### src/design/tfsc_pkg.sv
// Shared types, constants and tables for the target follow speed controller.
// Used by tfsc_cordic and target_follow_speed_controller_core; no dependencies.
`default_nettype none

package tfsc_pkg;

    // Default parameter values.
    localparam int TIMEOUT_TICKS_DEF = 10;
    localparam int CORDIC_STEPS_DEF  = 16;

    // Datapath widths of the vectoring unit and the shared multiplier.
    localparam int XW     = 27;   // x/y in Q.8 scaled by 256, with CORDIC growth
    localparam int ZW     = 28;   // angle accumulator in Q.24 radians
    localparam int MUL_AW = 28;
    localparam int MUL_BW = 31;
    localparam int PROD_W = MUL_AW + MUL_BW;

    localparam logic signed [ZW-1:0]     HALF_PI_Q24  = 28'sd26353589;
    localparam logic signed [MUL_BW-1:0] INV_GAIN_Q30 = 31'sd652032874;
    localparam logic signed [16:0]       BEARING_MAX  = 17'sd25736;
    localparam logic [7:0]               AGE_MAX      = 8'd255;

    // Operating modes of the follower.
    typedef enum logic [1:0] {
        MODE_IDLE      = 2'd0,
        MODE_TRACKING  = 2'd1,
        MODE_OCCLUDED  = 2'd2,
        MODE_CATCHUP   = 2'd3
    } mode_t;

    // Configuration register indexes.
    typedef enum logic [3:0] {
        CFG_DISTANCE_UPPER       = 4'd0,
        CFG_DISTANCE_GOAL        = 4'd1,
        CFG_CRUISE_SPEED         = 4'd2,
        CFG_GAIN_DISTANCE        = 4'd3,
        CFG_GAIN_BEARING         = 4'd4,
        CFG_SPEED_LIMIT_TRACKING = 4'd5,
        CFG_SPEED_LIMIT_CATCHUP  = 4'd6,
        CFG_TURN_LIMIT           = 4'd7
    } cfg_index_t;

    // Sequencer states of the core.
    typedef enum logic [2:0] {
        ST_IDLE,
        ST_CORDIC,
        ST_MUL_DIST,
        ST_POST,
        ST_MUL_VX,
        ST_MUL_WZ,
        ST_FINISH
    } seq_state_t;

    // Status of the vectoring unit.
    typedef struct packed {
        logic busy;
        logic done;
    } cordic_stat_t;

    // Arctangent of 2^-i in Q.24 radians.
    function automatic logic [23:0] atan_q24(input logic [4:0] idx);
        logic [23:0] a;
        case (idx)
            5'd0:    a = 24'd13176795;
            5'd1:    a = 24'd7778716;
            5'd2:    a = 24'd4110060;
            5'd3:    a = 24'd2086331;
            5'd4:    a = 24'd1047214;
            5'd5:    a = 24'd524117;
            5'd6:    a = 24'd262123;
            5'd7:    a = 24'd131069;
            5'd8:    a = 24'd65536;
            5'd9:    a = 24'd32768;
            5'd10:   a = 24'd16384;
            5'd11:   a = 24'd8192;
            5'd12:   a = 24'd4096;
            5'd13:   a = 24'd2048;
            5'd14:   a = 24'd1024;
            5'd15:   a = 24'd512;
            5'd16:   a = 24'd256;
            5'd17:   a = 24'd128;
            5'd18:   a = 24'd64;
            5'd19:   a = 24'd32;
            5'd20:   a = 24'd16;
            5'd21:   a = 24'd8;
            5'd22:   a = 24'd4;
            5'd23:   a = 24'd2;
            default: a = 24'd0;
        endcase
        return a;
    endfunction

endpackage

`default_nettype wire

### src/design/tfsc_cordic.sv
// Iterative CORDIC vectoring unit: one shift/add rotation per cycle.
// Depends on tfsc_pkg for widths, the quarter-turn constant and the arctangent table.
`default_nettype none

module tfsc_cordic #(
    parameter int CORDIC_STEPS = tfsc_pkg::CORDIC_STEPS_DEF
) (
    input  logic                             aclk,
    input  logic                             aresetn,
    input  logic                             start,
    input  logic signed [15:0]               x_in,
    input  logic signed [15:0]               y_in,
    output logic signed [tfsc_pkg::XW-1:0]   x_out,
    output logic signed [tfsc_pkg::ZW-1:0]   z_out,
    output tfsc_pkg::cordic_stat_t           stat
);

    localparam int XW = tfsc_pkg::XW;
    localparam int ZW = tfsc_pkg::ZW;
    localparam int SW = (CORDIC_STEPS > 1) ? $clog2(CORDIC_STEPS) : 1;
    localparam logic [SW-1:0] LAST_STEP = SW'(CORDIC_STEPS - 1);

    logic                 busy_reg, busy_next;
    logic [SW-1:0]        step_reg, step_next;
    logic signed [XW-1:0] x_reg, y_reg;
    logic signed [ZW-1:0] z_reg;

    logic signed [XW-1:0] xs, ys, x_init, y_init;
    logic signed [ZW-1:0] z_init;
    logic signed [XW-1:0] dx, dy, x_iter, y_iter;
    logic signed [ZW-1:0] ang, z_iter;

    // Scale the Q8.8 position by 256 and fold the left half plane by a quarter turn.
    always_comb begin
        xs = {{(XW - 24){x_in[15]}}, x_in, 8'd0};
        ys = {{(XW - 24){y_in[15]}}, y_in, 8'd0};
        if (xs < 0) begin
            if (ys >= 0) begin
                x_init = ys;
                y_init = -xs;
                z_init = tfsc_pkg::HALF_PI_Q24;
            end else begin
                x_init = -ys;
                y_init = xs;
                z_init = -tfsc_pkg::HALF_PI_Q24;
            end
        end else begin
            x_init = xs;
            y_init = ys;
            z_init = '0;
        end
    end

    // One micro-rotation toward the x axis.
    always_comb begin
        dx  = y_reg >>> step_reg;
        dy  = x_reg >>> step_reg;
        ang = $signed({{(ZW - 24){1'b0}}, tfsc_pkg::atan_q24(5'(step_reg))});
        if (y_reg > 0) begin
            x_iter = x_reg + dx;
            y_iter = y_reg - dy;
            z_iter = z_reg + ang;
        end else begin
            x_iter = x_reg - dx;
            y_iter = y_reg + dy;
            z_iter = z_reg - ang;
        end
    end

    // Step counter control.
    always_comb begin
        busy_next = busy_reg;
        step_next = step_reg;
        if (start) begin
            busy_next = 1'b1;
            step_next = '0;
        end else if (busy_reg) begin
            step_next = step_reg + 1'b1;
            if (step_reg == LAST_STEP) begin
                busy_next = 1'b0;
                step_next = '0;
            end
        end
    end

    always_ff @(posedge aclk) begin
        if (!aresetn) begin
            busy_reg <= 1'b0;
            step_reg <= '0;
        end else begin
            busy_reg <= busy_next;
            step_reg <= step_next;
        end
    end

    // Vector registers carry no reset; they are loaded at start.
    always_ff @(posedge aclk) begin
        if (start) begin
            x_reg <= x_init;
            y_reg <= y_init;
            z_reg <= z_init;
        end else if (busy_reg) begin
            x_reg <= x_iter;
            y_reg <= y_iter;
            z_reg <= z_iter;
        end
    end

    assign x_out     = x_reg;
    assign z_out     = z_reg;
    assign stat.busy = busy_reg;
    assign stat.done = busy_reg && (step_reg == LAST_STEP);

    // The step count never runs past the last rotation.
    a_step_range: assert property (@(posedge aclk) disable iff (!aresetn)
        busy_reg |-> step_reg <= LAST_STEP)
        else $error("cordic step counter out of range");

    // The unit goes idle right after its last rotation.
    a_done_ends: assert property (@(posedge aclk) disable iff (!aresetn)
        (stat.done && !start) |=> !busy_reg)
        else $error("cordic still busy after its last step");

    // Between start and the last rotation the step advances by one each cycle.
    a_step_adv: assert property (@(posedge aclk) disable iff (!aresetn)
        (busy_reg && !stat.done && !start) |=> busy_reg && step_reg == $past(step_reg) + 1'b1)
        else $error("cordic step did not advance");

endmodule

`default_nettype wire

### src/design/target_follow_speed_controller_core.sv
// Top level of the target follow speed controller: channels, config registers,
// sequencer and shared multiplier. Depends on tfsc_pkg and tfsc_cordic.
//
// Usage: the input channel (s_valid/s_ready) carries two kinds of item. A pose
// item (s_command = 1) stores the target position and restarts the age counter
// and gives no result. A tick item (s_command = 0) ages the counter, runs a
// vectoring pass over the stored position, steps the mode machine and gives
// exactly one result item on the m_ channel.
// s_ready is low from the acceptance of a tick until the sequencer is idle
// again, so no new item is taken while a tick runs. A tick is a CORDIC pass,
// which does one rotation per cycle, followed by three passes through a single
// shared multiplier for range scaling, speed and turn rate.
// The result sits in an output register; a new item is accepted while it waits.
// If the receiver stalls, a finished tick holds in its last step until the
// previous result is taken. Configuration (cfg_valid/cfg_ready, always ready)
// must be written by the user only while the block is idle; the block itself
// does not enforce this. Writes to indexes beyond the list are ignored.
// Synchronous active-low reset returns mode to idle, clears the stored pose,
// age and seen flag, and restores register defaults.
`default_nettype none

module target_follow_speed_controller_core #(
    parameter int TIMEOUT_TICKS = tfsc_pkg::TIMEOUT_TICKS_DEF,
    parameter int CORDIC_STEPS  = tfsc_pkg::CORDIC_STEPS_DEF
) (
    input  logic               aclk,
    input  logic               aresetn,
    // Input items
    input  logic               s_valid,
    output logic               s_ready,
    input  logic               s_command,
    input  logic signed [15:0] s_target_x,
    input  logic signed [15:0] s_target_y,
    // Result items
    output logic               m_valid,
    input  logic               m_ready,
    output logic [1:0]         m_mode,
    output logic               m_fresh,
    output logic [15:0]        m_distance,
    output logic signed [15:0] m_bearing,
    output logic [11:0]        m_forward_speed,
    output logic signed [15:0] m_turn_rate,
    // Configuration writes
    input  logic               cfg_valid,
    output logic               cfg_ready,
    input  logic [3:0]         cfg_index,
    input  logic [15:0]        cfg_data
);

    localparam int XW     = tfsc_pkg::XW;
    localparam int ZW     = tfsc_pkg::ZW;
    localparam int MUL_AW = tfsc_pkg::MUL_AW;
    localparam int MUL_BW = tfsc_pkg::MUL_BW;
    localparam int PROD_W = tfsc_pkg::PROD_W;
    localparam logic [7:0] TIMEOUT = 8'(TIMEOUT_TICKS);
    localparam logic signed [PROD_W-1:0] DIST_HALF = PROD_W'(64'd1 << 37);
    localparam logic signed [PROD_W-1:0] VX_HALF   = PROD_W'(128);
    localparam logic signed [PROD_W-1:0] WZ_HALF   = PROD_W'(256);
    localparam logic signed [ZW-1:0]     BEAR_HALF = ZW'(1024);

    // Configuration registers
    logic [14:0] distance_upper_reg, distance_goal_reg, turn_limit_reg;
    logic [11:0] cruise_speed_reg, gain_distance_reg, gain_bearing_reg;
    logic [11:0] speed_limit_tracking_reg, speed_limit_catchup_reg;

    // Block state
    tfsc_pkg::seq_state_t state_reg, state_next;
    tfsc_pkg::mode_t      mode_reg, mode_next;
    logic signed [15:0]   stored_x_reg, stored_y_reg;
    logic                 seen_reg;
    logic [7:0]           age_reg, age_next;
    logic                 fresh_reg, fresh_next;
    logic                 zero_reg;

    // Working registers
    logic signed [PROD_W-1:0] prod_reg, prod_next;
    logic [15:0]              dist_reg, dist_next;
    logic signed [16:0]       bear_reg, bear_next;
    logic [11:0]              vx_reg, vx_next;

    // Output registers
    logic               m_valid_reg;
    tfsc_pkg::mode_t    m_mode_reg;
    logic               m_fresh_reg;
    logic [15:0]        m_distance_reg;
    logic signed [15:0] m_bearing_reg;
    logic [11:0]        m_forward_speed_reg;
    logic signed [15:0] m_turn_rate_reg;

    // Sequencer outputs
    logic tick_start, pose_take, mul_en, out_load;

    // Vectoring unit
    logic signed [XW-1:0]   cx_out;
    logic signed [ZW-1:0]   cz_out;
    tfsc_pkg::cordic_stat_t cstat;

    tfsc_cordic #(
        .CORDIC_STEPS(CORDIC_STEPS)
    ) u_cordic (
        .aclk    (aclk),
        .aresetn (aresetn),
        .start   (tick_start),
        .x_in    (stored_x_reg),
        .y_in    (stored_y_reg),
        .x_out   (cx_out),
        .z_out   (cz_out),
        .stat    (cstat)
    );

    // Next-state logic of the sequencer.
    always_comb begin
        state_next = state_reg;
        case (state_reg)
            tfsc_pkg::ST_IDLE: begin
                if (s_valid && !s_command) begin
                    state_next = tfsc_pkg::ST_CORDIC;
                end
            end
            tfsc_pkg::ST_CORDIC: begin
                if (cstat.done) begin
                    state_next = tfsc_pkg::ST_MUL_DIST;
                end
            end
            tfsc_pkg::ST_MUL_DIST: state_next = tfsc_pkg::ST_POST;
            tfsc_pkg::ST_POST:     state_next = tfsc_pkg::ST_MUL_VX;
            tfsc_pkg::ST_MUL_VX:   state_next = tfsc_pkg::ST_MUL_WZ;
            tfsc_pkg::ST_MUL_WZ:   state_next = tfsc_pkg::ST_FINISH;
            tfsc_pkg::ST_FINISH: begin
                if (!m_valid_reg || m_ready) begin
                    state_next = tfsc_pkg::ST_IDLE;
                end
            end
            default: state_next = tfsc_pkg::ST_IDLE;
        endcase
    end

    // Output logic of the sequencer.
    always_comb begin
        s_ready    = 1'b0;
        tick_start = 1'b0;
        pose_take  = 1'b0;
        mul_en     = 1'b0;
        out_load   = 1'b0;
        case (state_reg)
            tfsc_pkg::ST_IDLE: begin
                s_ready    = 1'b1;
                tick_start = s_valid && !s_command;
                pose_take  = s_valid && s_command;
            end
            tfsc_pkg::ST_MUL_DIST,
            tfsc_pkg::ST_MUL_VX,
            tfsc_pkg::ST_MUL_WZ: mul_en = 1'b1;
            tfsc_pkg::ST_FINISH: out_load = !m_valid_reg || m_ready;
            default: ;
        endcase
    end

    always_ff @(posedge aclk) begin
        if (!aresetn) begin
            state_reg <= tfsc_pkg::ST_IDLE;
        end else begin
            state_reg <= state_next;
        end
    end

    // Configuration writes; data is truncated to each register's width.
    assign cfg_ready = 1'b1;

    always_ff @(posedge aclk) begin
        if (!aresetn) begin
            distance_upper_reg       <= 15'd640;
            distance_goal_reg        <= 15'd512;
            cruise_speed_reg         <= 12'd256;
            gain_distance_reg        <= 12'd128;
            gain_bearing_reg         <= 12'd256;
            speed_limit_tracking_reg <= 12'd384;
            speed_limit_catchup_reg  <= 12'd640;
            turn_limit_reg           <= 15'd4096;
        end else if (cfg_valid) begin
            case (tfsc_pkg::cfg_index_t'(cfg_index))
                tfsc_pkg::CFG_DISTANCE_UPPER:       distance_upper_reg       <= cfg_data[14:0];
                tfsc_pkg::CFG_DISTANCE_GOAL:        distance_goal_reg        <= cfg_data[14:0];
                tfsc_pkg::CFG_CRUISE_SPEED:         cruise_speed_reg         <= cfg_data[11:0];
                tfsc_pkg::CFG_GAIN_DISTANCE:        gain_distance_reg        <= cfg_data[11:0];
                tfsc_pkg::CFG_GAIN_BEARING:         gain_bearing_reg         <= cfg_data[11:0];
                tfsc_pkg::CFG_SPEED_LIMIT_TRACKING: speed_limit_tracking_reg <= cfg_data[11:0];
                tfsc_pkg::CFG_SPEED_LIMIT_CATCHUP:  speed_limit_catchup_reg  <= cfg_data[11:0];
                tfsc_pkg::CFG_TURN_LIMIT:           turn_limit_reg           <= cfg_data[14:0];
                default: ;
            endcase
        end
    end

    // Age the observation and judge freshness on a tick.
    always_comb begin
        age_next   = (age_reg == tfsc_pkg::AGE_MAX) ? age_reg : age_reg + 8'd1;
        fresh_next = seen_reg && (age_next <= TIMEOUT);
    end

    // Shared multiplier: range scaling, then speed error, then bearing.
    logic signed [MUL_AW-1:0] mul_a;
    logic signed [MUL_BW-1:0] mul_b;
    logic signed [16:0]       dist_err;

    always_comb begin
        dist_err = $signed({1'b0, dist_reg}) - $signed({2'b00, distance_goal_reg});
        case (state_reg)
            tfsc_pkg::ST_MUL_DIST: begin
                mul_a = MUL_AW'(cx_out);
                mul_b = tfsc_pkg::INV_GAIN_Q30;
            end
            tfsc_pkg::ST_MUL_VX: begin
                mul_a = MUL_AW'(dist_err);
                mul_b = $signed({{(MUL_BW - 12){1'b0}}, gain_distance_reg});
            end
            tfsc_pkg::ST_MUL_WZ: begin
                mul_a = MUL_AW'(bear_reg);
                mul_b = $signed({{(MUL_BW - 12){1'b0}}, gain_bearing_reg});
            end
            default: begin
                mul_a = '0;
                mul_b = '0;
            end
        endcase
        prod_next = mul_a * mul_b;
    end

    // Range and bearing rounding with saturation, and the mode step.
    logic signed [PROD_W-1:0] dist_sum;
    logic signed [20:0]       dist_q;
    logic signed [ZW-1:0]     bear_sum;
    logic signed [16:0]       bear_q;

    always_comb begin
        dist_sum = prod_reg + DIST_HALF;
        dist_q   = dist_sum[PROD_W-1:38];
        bear_sum = cz_out + BEAR_HALF;
        bear_q   = bear_sum[27:11];
        if (zero_reg || dist_q < 0) begin
            dist_next = '0;
        end else if (dist_q > 21'sd65535) begin
            dist_next = 16'hFFFF;
        end else begin
            dist_next = dist_q[15:0];
        end
        if (zero_reg) begin
            bear_next = '0;
        end else if (bear_q > tfsc_pkg::BEARING_MAX) begin
            bear_next = tfsc_pkg::BEARING_MAX;
        end else if (bear_q < -tfsc_pkg::BEARING_MAX) begin
            bear_next = -tfsc_pkg::BEARING_MAX;
        end else begin
            bear_next = bear_q;
        end

        mode_next = mode_reg;
        case (mode_reg)
            tfsc_pkg::MODE_IDLE: begin
                if (fresh_reg) mode_next = tfsc_pkg::MODE_TRACKING;
            end
            tfsc_pkg::MODE_TRACKING: begin
                if (!fresh_reg) mode_next = tfsc_pkg::MODE_OCCLUDED;
            end
            tfsc_pkg::MODE_OCCLUDED: begin
                if (fresh_reg) mode_next = tfsc_pkg::MODE_CATCHUP;
            end
            tfsc_pkg::MODE_CATCHUP: begin
                if (!fresh_reg) begin
                    mode_next = tfsc_pkg::MODE_OCCLUDED;
                end else if (dist_next <= {1'b0, distance_upper_reg}) begin
                    mode_next = tfsc_pkg::MODE_TRACKING;
                end else begin
                    mode_next = tfsc_pkg::MODE_CATCHUP;
                end
            end
            default: mode_next = tfsc_pkg::MODE_IDLE;
        endcase
    end

    // Forward speed: cruise plus rounded error term, clamped between zero and the mode ceiling.
    logic signed [PROD_W-1:0] vx_rnd;
    logic signed [28:0]       vx_term;
    logic signed [29:0]       vx_sum;
    logic [11:0]              vx_ceiling;

    always_comb begin
        vx_rnd     = prod_reg + VX_HALF;
        vx_term    = vx_rnd[36:8];
        vx_sum     = $signed({18'd0, cruise_speed_reg}) + 30'(vx_term);
        vx_ceiling = (mode_reg == tfsc_pkg::MODE_CATCHUP) ? speed_limit_catchup_reg
                                                          : speed_limit_tracking_reg;
        if (vx_sum < 0) begin
            vx_next = '0;
        end else if (vx_sum > $signed({18'd0, vx_ceiling})) begin
            vx_next = vx_ceiling;
        end else begin
            vx_next = vx_sum[11:0];
        end
    end

    // Turn rate: rounded bearing term, clamped to the turn ceiling.
    logic signed [PROD_W-1:0] wz_rnd;
    logic signed [27:0]       wz_term, wz_lim, wz_val;

    always_comb begin
        wz_rnd  = prod_reg + WZ_HALF;
        wz_term = wz_rnd[36:9];
        wz_lim  = $signed({13'd0, turn_limit_reg});
        if (wz_term > wz_lim) begin
            wz_val = wz_lim;
        end else if (wz_term < -wz_lim) begin
            wz_val = -wz_lim;
        end else begin
            wz_val = wz_term;
        end
    end

    // Control state: mode, stored pose, seen flag, age, freshness and zero-position flags.
    always_ff @(posedge aclk) begin
        if (!aresetn) begin
            mode_reg     <= tfsc_pkg::MODE_IDLE;
            stored_x_reg <= '0;
            stored_y_reg <= '0;
            seen_reg     <= 1'b0;
            age_reg      <= '0;
            fresh_reg    <= 1'b0;
            zero_reg     <= 1'b0;
        end else begin
            if (pose_take) begin
                stored_x_reg <= s_target_x;
                stored_y_reg <= s_target_y;
                seen_reg     <= 1'b1;
                age_reg      <= '0;
            end
            if (tick_start) begin
                age_reg   <= age_next;
                fresh_reg <= fresh_next;
                zero_reg  <= (stored_x_reg == 16'sd0) && (stored_y_reg == 16'sd0);
            end
            if (state_reg == tfsc_pkg::ST_POST) begin
                mode_reg <= mode_next;
            end
        end
    end

    // Working registers of the arithmetic passes.
    always_ff @(posedge aclk) begin
        if (mul_en) begin
            prod_reg <= prod_next;
        end
        if (state_reg == tfsc_pkg::ST_POST) begin
            dist_reg <= dist_next;
            bear_reg <= bear_next;
        end
        if (state_reg == tfsc_pkg::ST_MUL_WZ) begin
            vx_reg <= vx_next;
        end
    end

    // Result register; stopped modes report all motion fields as zero.
    logic moving;
    assign moving = (mode_reg == tfsc_pkg::MODE_TRACKING) ||
                    (mode_reg == tfsc_pkg::MODE_CATCHUP);

    always_ff @(posedge aclk) begin
        if (!aresetn) begin
            m_valid_reg <= 1'b0;
        end else if (out_load) begin
            m_valid_reg <= 1'b1;
        end else if (m_ready) begin
            m_valid_reg <= 1'b0;
        end
    end

    always_ff @(posedge aclk) begin
        if (out_load) begin
            m_mode_reg          <= mode_reg;
            m_fresh_reg         <= fresh_reg;
            m_distance_reg      <= moving ? dist_reg : 16'd0;
            m_bearing_reg       <= moving ? bear_reg[15:0] : 16'sd0;
            m_forward_speed_reg <= moving ? vx_reg : 12'd0;
            m_turn_rate_reg     <= moving ? wz_val[15:0] : 16'sd0;
        end
    end

    assign m_valid         = m_valid_reg;
    assign m_mode          = m_mode_reg;
    assign m_fresh         = m_fresh_reg;
    assign m_distance      = m_distance_reg;
    assign m_bearing       = m_bearing_reg;
    assign m_forward_speed = m_forward_speed_reg;
    assign m_turn_rate     = m_turn_rate_reg;

    // A fresh result always lands in a moving mode, a stale one in a stopped mode.
    a_fresh_mode: assert property (@(posedge aclk) disable iff (!aresetn)
        m_valid |-> m_fresh == ((m_mode == tfsc_pkg::MODE_TRACKING) ||
                                (m_mode == tfsc_pkg::MODE_CATCHUP)))
        else $error("freshness and mode disagree");

    // Stopped modes give a zero command.
    a_stop_zero: assert property (@(posedge aclk) disable iff (!aresetn)
        (m_valid && ((m_mode == tfsc_pkg::MODE_IDLE) || (m_mode == tfsc_pkg::MODE_OCCLUDED)))
        |-> (m_distance == 16'd0 && m_bearing == 16'sd0 &&
             m_forward_speed == 12'd0 && m_turn_rate == 16'sd0))
        else $error("stopped mode with nonzero command");

    // An accepted tick starts the vectoring unit in the next cycle.
    a_tick_start: assert property (@(posedge aclk) disable iff (!aresetn)
        (s_valid && s_ready && !s_command) |=> (state_reg == tfsc_pkg::ST_CORDIC && cstat.busy))
        else $error("tick did not start the vectoring pass");

    // The vectoring unit only runs while the sequencer waits on it.
    a_cordic_owned: assert property (@(posedge aclk) disable iff (!aresetn)
        cstat.busy |-> (state_reg == tfsc_pkg::ST_CORDIC && !s_ready))
        else $error("vectoring unit busy outside its step");

endmodule

`default_nettype wire
### config.mk
export PLATFORM = sky130hd
export DESIGN_NAME = target_follow_speed_controller_core
export DESIGN_NICKNAME = d
export VERILOG_FILES = /design/src/design/tfsc_pkg.sv /design/src/design/tfsc_cordic.sv /design/src/design/target_follow_speed_controller_core.sv
export SDC_FILE = /design/constraint.sdc
export NUM_CORES = 2
export LEC_CHECK = 0
export ABC_AREA = 1
export BUFFER_PORTS_ARGS = -buffer_cell sky130_fd_sc_hd__buf_2
export CAP_MARGIN = 20
export CORE_UTILIZATION = 45
export CTS_CLUSTER_SIZE = 16
export DETAILED_ROUTE_END_ITERATION = 8
export SLEW_MARGIN = 20
export SYNTH_ARGS = -nofsm -noshare
export SYNTH_HDL_FRONTEND = slang
export SYNTH_SLANG_ARGS = --single-unit
### constraint.sdc
create_clock -name aclk -period 18.7 [get_ports aclk]
set_input_delay 0.935 -clock aclk [delete_from_list [all_inputs] [get_ports aclk]]
set_output_delay 0.935 -clock aclk [all_outputs]
set_load 0.03 [all_outputs]
==> results by stage <==
Logic synthesis:
- Counting flops with a built-in enable in the synthesized netlist gives 242.
- After synthesis, flip-flops and latches occupy 20.6% of the total area.
- The average instance area after synthesis is 7.67 µm².
- The cell area after technology mapping is 0.0529 mm².
- Sorting the synthesized cells by area gives the leading types as fa_1 (20%), edfxtp_1 (14%), ha_1 (12%).
- The number of distinct library cells after synthesis is 63.
- For this run, asynchronously set or reset flops after synthesis account for 0%.
- Synthesis produced a netlist with a net count of 8001.
- The top flip-flop cell by instance count after synthesis is edfxtp_1.
- The area fraction of the dominant cell type after synthesis is 20.0%.
- For this run, the number of Yosys warnings is 0.
- fa_1 takes more of the synthesized area than any other cell.
- The number of instances in the synthesized netlist is approximately 6900.
- Synthesis inferred 424 register bits.

Power:
- For this design the total switching power over the nets is 2.60 mW.
- In this run the static leakage power is 29.2 nW.
- The worst-case vdd ir drop is 0.127 mV.
- Net switching is 46.9% of the power.
- The part of the total power dissipated in combinational logic is 56.6%.
- The fraction of power consumed by sequential logic is around a quarter.
- Per report_power, the clock group accounts for 18.1% of the total.
- The cell-internal power is 2.94 mW.
- Dividing total power by cell area gives a power density of approximately 98 mW/mm².

Critical path:
- The most numerous cell on the critical path is inv_1.
- STA classifies the critical path endpoint as a flip-flop.
- The worst stage delay on the critical path is a little over 600 ps.
- On the critical path, the stage with the largest delay is an instance of fa_1.
- The critical path required time is 19080 ps.
- STA puts the critical path data arrival time at 11720 ps.
- STA classifies the critical path startpoint as a flip-flop.
- Along the worst path, the maximum fanout reaches 45.
- By startpoint and endpoint, the worst setup path is classified as flip-flop to flip-flop.

Cells and area:
- The most frequent standard cell in the layout excluding fill and tap cells is inv_1.
- The layout net count is between 8000 and 9000.
- The number of flip-flops under the largest register name is 52.
- The top cell types in the final layout, fill and taps aside, are inv_1 (1344), nand2_1 (1340), nor2_1 (598).
- The layout cell share with drive strength beyond 1 is roughly 5.5%.
- The post-synthesis to final-layout area growth is 7.32%.
- The filler cells instantiated in the layout total 11600.

Worst hold path:
- The class of the tightest hold or removal check is flip-flop to flip-flop.

CTS:
- The clock-pin transition on the worst setup and hold timing paths is roughly 60 ps.
- Buffers inserted during clock tree synthesis total 48.
- Post-CTS timing repair inserted 0 buffers for setup.
- The CTS H-tree depth is 2.
- The clock net in this run drives a total of around 420 sinks.
- TritonCTS built the clock tree.
- The cell sitting at the root of the clock tree is a clkbuf_16.
- The post-cts resize count is 0.
- The buffer depth of the longest clock path is 3.
- The clock latency at the later pin of the worst-skew pair is 650 ps.
- The hold-fix buffer count after cts is 0.

STA:
- The worst path needs 11340 ps of the cycle, external delays included.
- At the pin with the least slew margin, the transition time is about 1100 ps.
- The total count of hold-check failures in the final report came to 0.
- Derived from the worst setup path, the maximum achievable clock frequency is 88.2 MHz.
- Setup violations remaining at the end of the flow were counted as 0.
- The remaining max-slew budget at the tightest pin is 23.7%.
- Once routing completed, OpenROAD measured the worst setup slack at 7360 ps.
- Hold is met by between 400 and 500 ps.
- The share of the clock period used by the worst path after layout is 60.6%.
- The final count of pins violating max slew is 0.
- Setup repair after global routing left no endpoint under its margin.
- Clock skew on the completed layout was measured at between 60 and 70 ps.
- The sum of negative setup slack is 0 ps.

Place:
- Timing analysis after detailed placement gives a worst setup slack of 7450 ps.
- The number of input and output port buffers inserted is 121.
- The congestion estimate from routability-driven global placement came to 0.960.
- Once detailed placement completed, the half-perimeter wirelength came to between 100000 and 150000 µm.

Floorplan:
- The initialized floorplan defines 125 standard-cell rows.
- The number of ports placed on the die boundary is between 100 and 150.
- The starting density of the core is 45.4%.
- The core region area is 0.116 mm².
- The die extent in x is 345 µm.
- The die covers 0.119 mm².
- The die is between 300 and 400 µm tall.

Global route:
- The via count of the first global-routing pass came to 44200.
- The combined global-route utilization of all metal layers is 28.2%.
- The total overflow left after global routing is 0.
- The number of antenna violations at the first check in global routing came to 4.
- Entering global routing, the biggest net connects 103 pins.
- The first global-routing pass estimated between 200000 and 300000 µm of wire.

Routing:
- The routed wire length per instance is 19.5 µm.
- For this run, the detailed router's first-pass iteration total came to 6.
- For this block, the via count after detailed routing is 45200.
- The wire length reported by the detailed router is 166000 µm.
- The detail route stage leaves a number of antenna-violating nets equal to 0.
- After the first detailed-routing iteration, the DRC count stood at about 3200.
- After detailed routing, the number of remaining DRC violations is 0.
- The average via count per standard cell is 5.32.

Status:
- The run finished with clean final reports.

Flow run:
- The max capacitance violation total is 0.
-- power by group through the flow --
stage / sequential [mW] / combinational (mW) / clock (mW)
6_report: 1.40 / 3.13 / 1.00
5_1_grt: 1.41 / 3.57 / 1.05
4_1_cts: 1.40 / 3.13 / 1.02
3_5_place_dp: 1.42 / 3.11 / 0
3_3_place_gp: 1.42 / 3.07 / 0
2_1_floorplan: 1.33 / 2.35 / 0
-- cells in the mapped netlist, types with 7 or more instances --
library cell	number
o31ai_1	9
nor2_1	602
xnor2_1	70
nand4_1	65
buf_1	10
nand2_1	1342
o21a_1	29
o211ai_1	29
a21boi_0	8
nand3_1	197
inv_2	8
nand2_2	18
a31oi_1	33
a21o_1	13
or2_2	26
buf_4	7
nor4_1	30
buf_2	20
mux2i_1	34
nand3_2	15
o21bai_1	19
o21ai_1	26
fa_1	527
nor2_4	12
clkbuf_1	148
nor2_2	18
o221ai_1	11
ha_1	519
inv_1	1345
a21oi_1	458
nand3b_1	13
nor3_1	66
xor2_1	171
o21ai_0	499
clkinv_1	8
dfxtp_1	182
a221oi_1	10
edfxtp_1	242
-- layout make-up --
cell class	count	area (µm²)	share of cell area, %
inverter	1361	5110	9.00
sequential	424	10900	19.2
clock inverter	30	352	0.620
multi-input combinational	4921	36100	63.6
timing repair buffer	181	1060	1.87
antenna	1	2.50	0.00441
clock buffer	60	1290	2.27
tap	1524	1910	3.36
-- worst paths after layout --
kind | start | to | slack [ps] | cells after the start
worst max-delay path | dist_reg[0]$_DFFE_PN_ | prod_reg[54]$_DFFE_PP_ | 7360 | 42
worst min-delay path | gain_distance_reg[1]$_SDFFE_PN0P_ | gain_distance_reg[1]$_SDFFE_PN0P_ | 460 | 2
worst max register to register | dist_reg[0]$_DFFE_PN_ | prod_reg[54]$_DFFE_PP_ | 7360 | 42
worst min register to register | gain_distance_reg[1]$_SDFFE_PN0P_ | gain_distance_reg[1]$_SDFFE_PN0P_ | 460 | 2
-- stage by stage --
step / util [%] / instances / instance area, µm² / power (mW)
floorplan: - / 6897 / 52900 / 3.68
global placement: 47.3 / 8411 / 55100 / 4.49
detailed placement: 47.3 / 8411 / 55100 / 4.53
CTS: 48.8 / 8501 / 56700 / 5.55
global route: 48.8 / 8501 / 56700 / 6.03
finish: 48.8 / 8502 / 56700 / 5.54
-- routing by layer --
layer / global-route usage [%] / part of all wire (%) / vias up
li1: - / - / 22000
met1: 37.5 / 43 / 21600
met2: 47.1 / 47 / 1321
met3: 3.22 / 5.8 / 255
met4: 10.2 / 4.0 / 4
met5: 0 / 0.012 / -
-- kinds of logic after synthesis --
group,share of synthesized area [%]
AND/OR/NAND/NOR,19.1
buffers and inverters,11.2
other,0.00709
adder cells (fa/ha/maj),32.2
XOR/XNOR,3.99
flip-flops,20.6
AO/OA/AOI/OAI,12.1
multiplexers,0.644
-- critical path: cells and delay by family, from the launching register on --
family,cells,cell delay [ps]
buffers and inverters,11,1410
DFF,1,350
AOI/OAI and AO/OA,10,2450
adders and majority gates,11,5180
xor gates and xnor gates,1,190
and+or+nand+nor,9,1450
No activity file was read; power rests on OpenSTA's default activity.
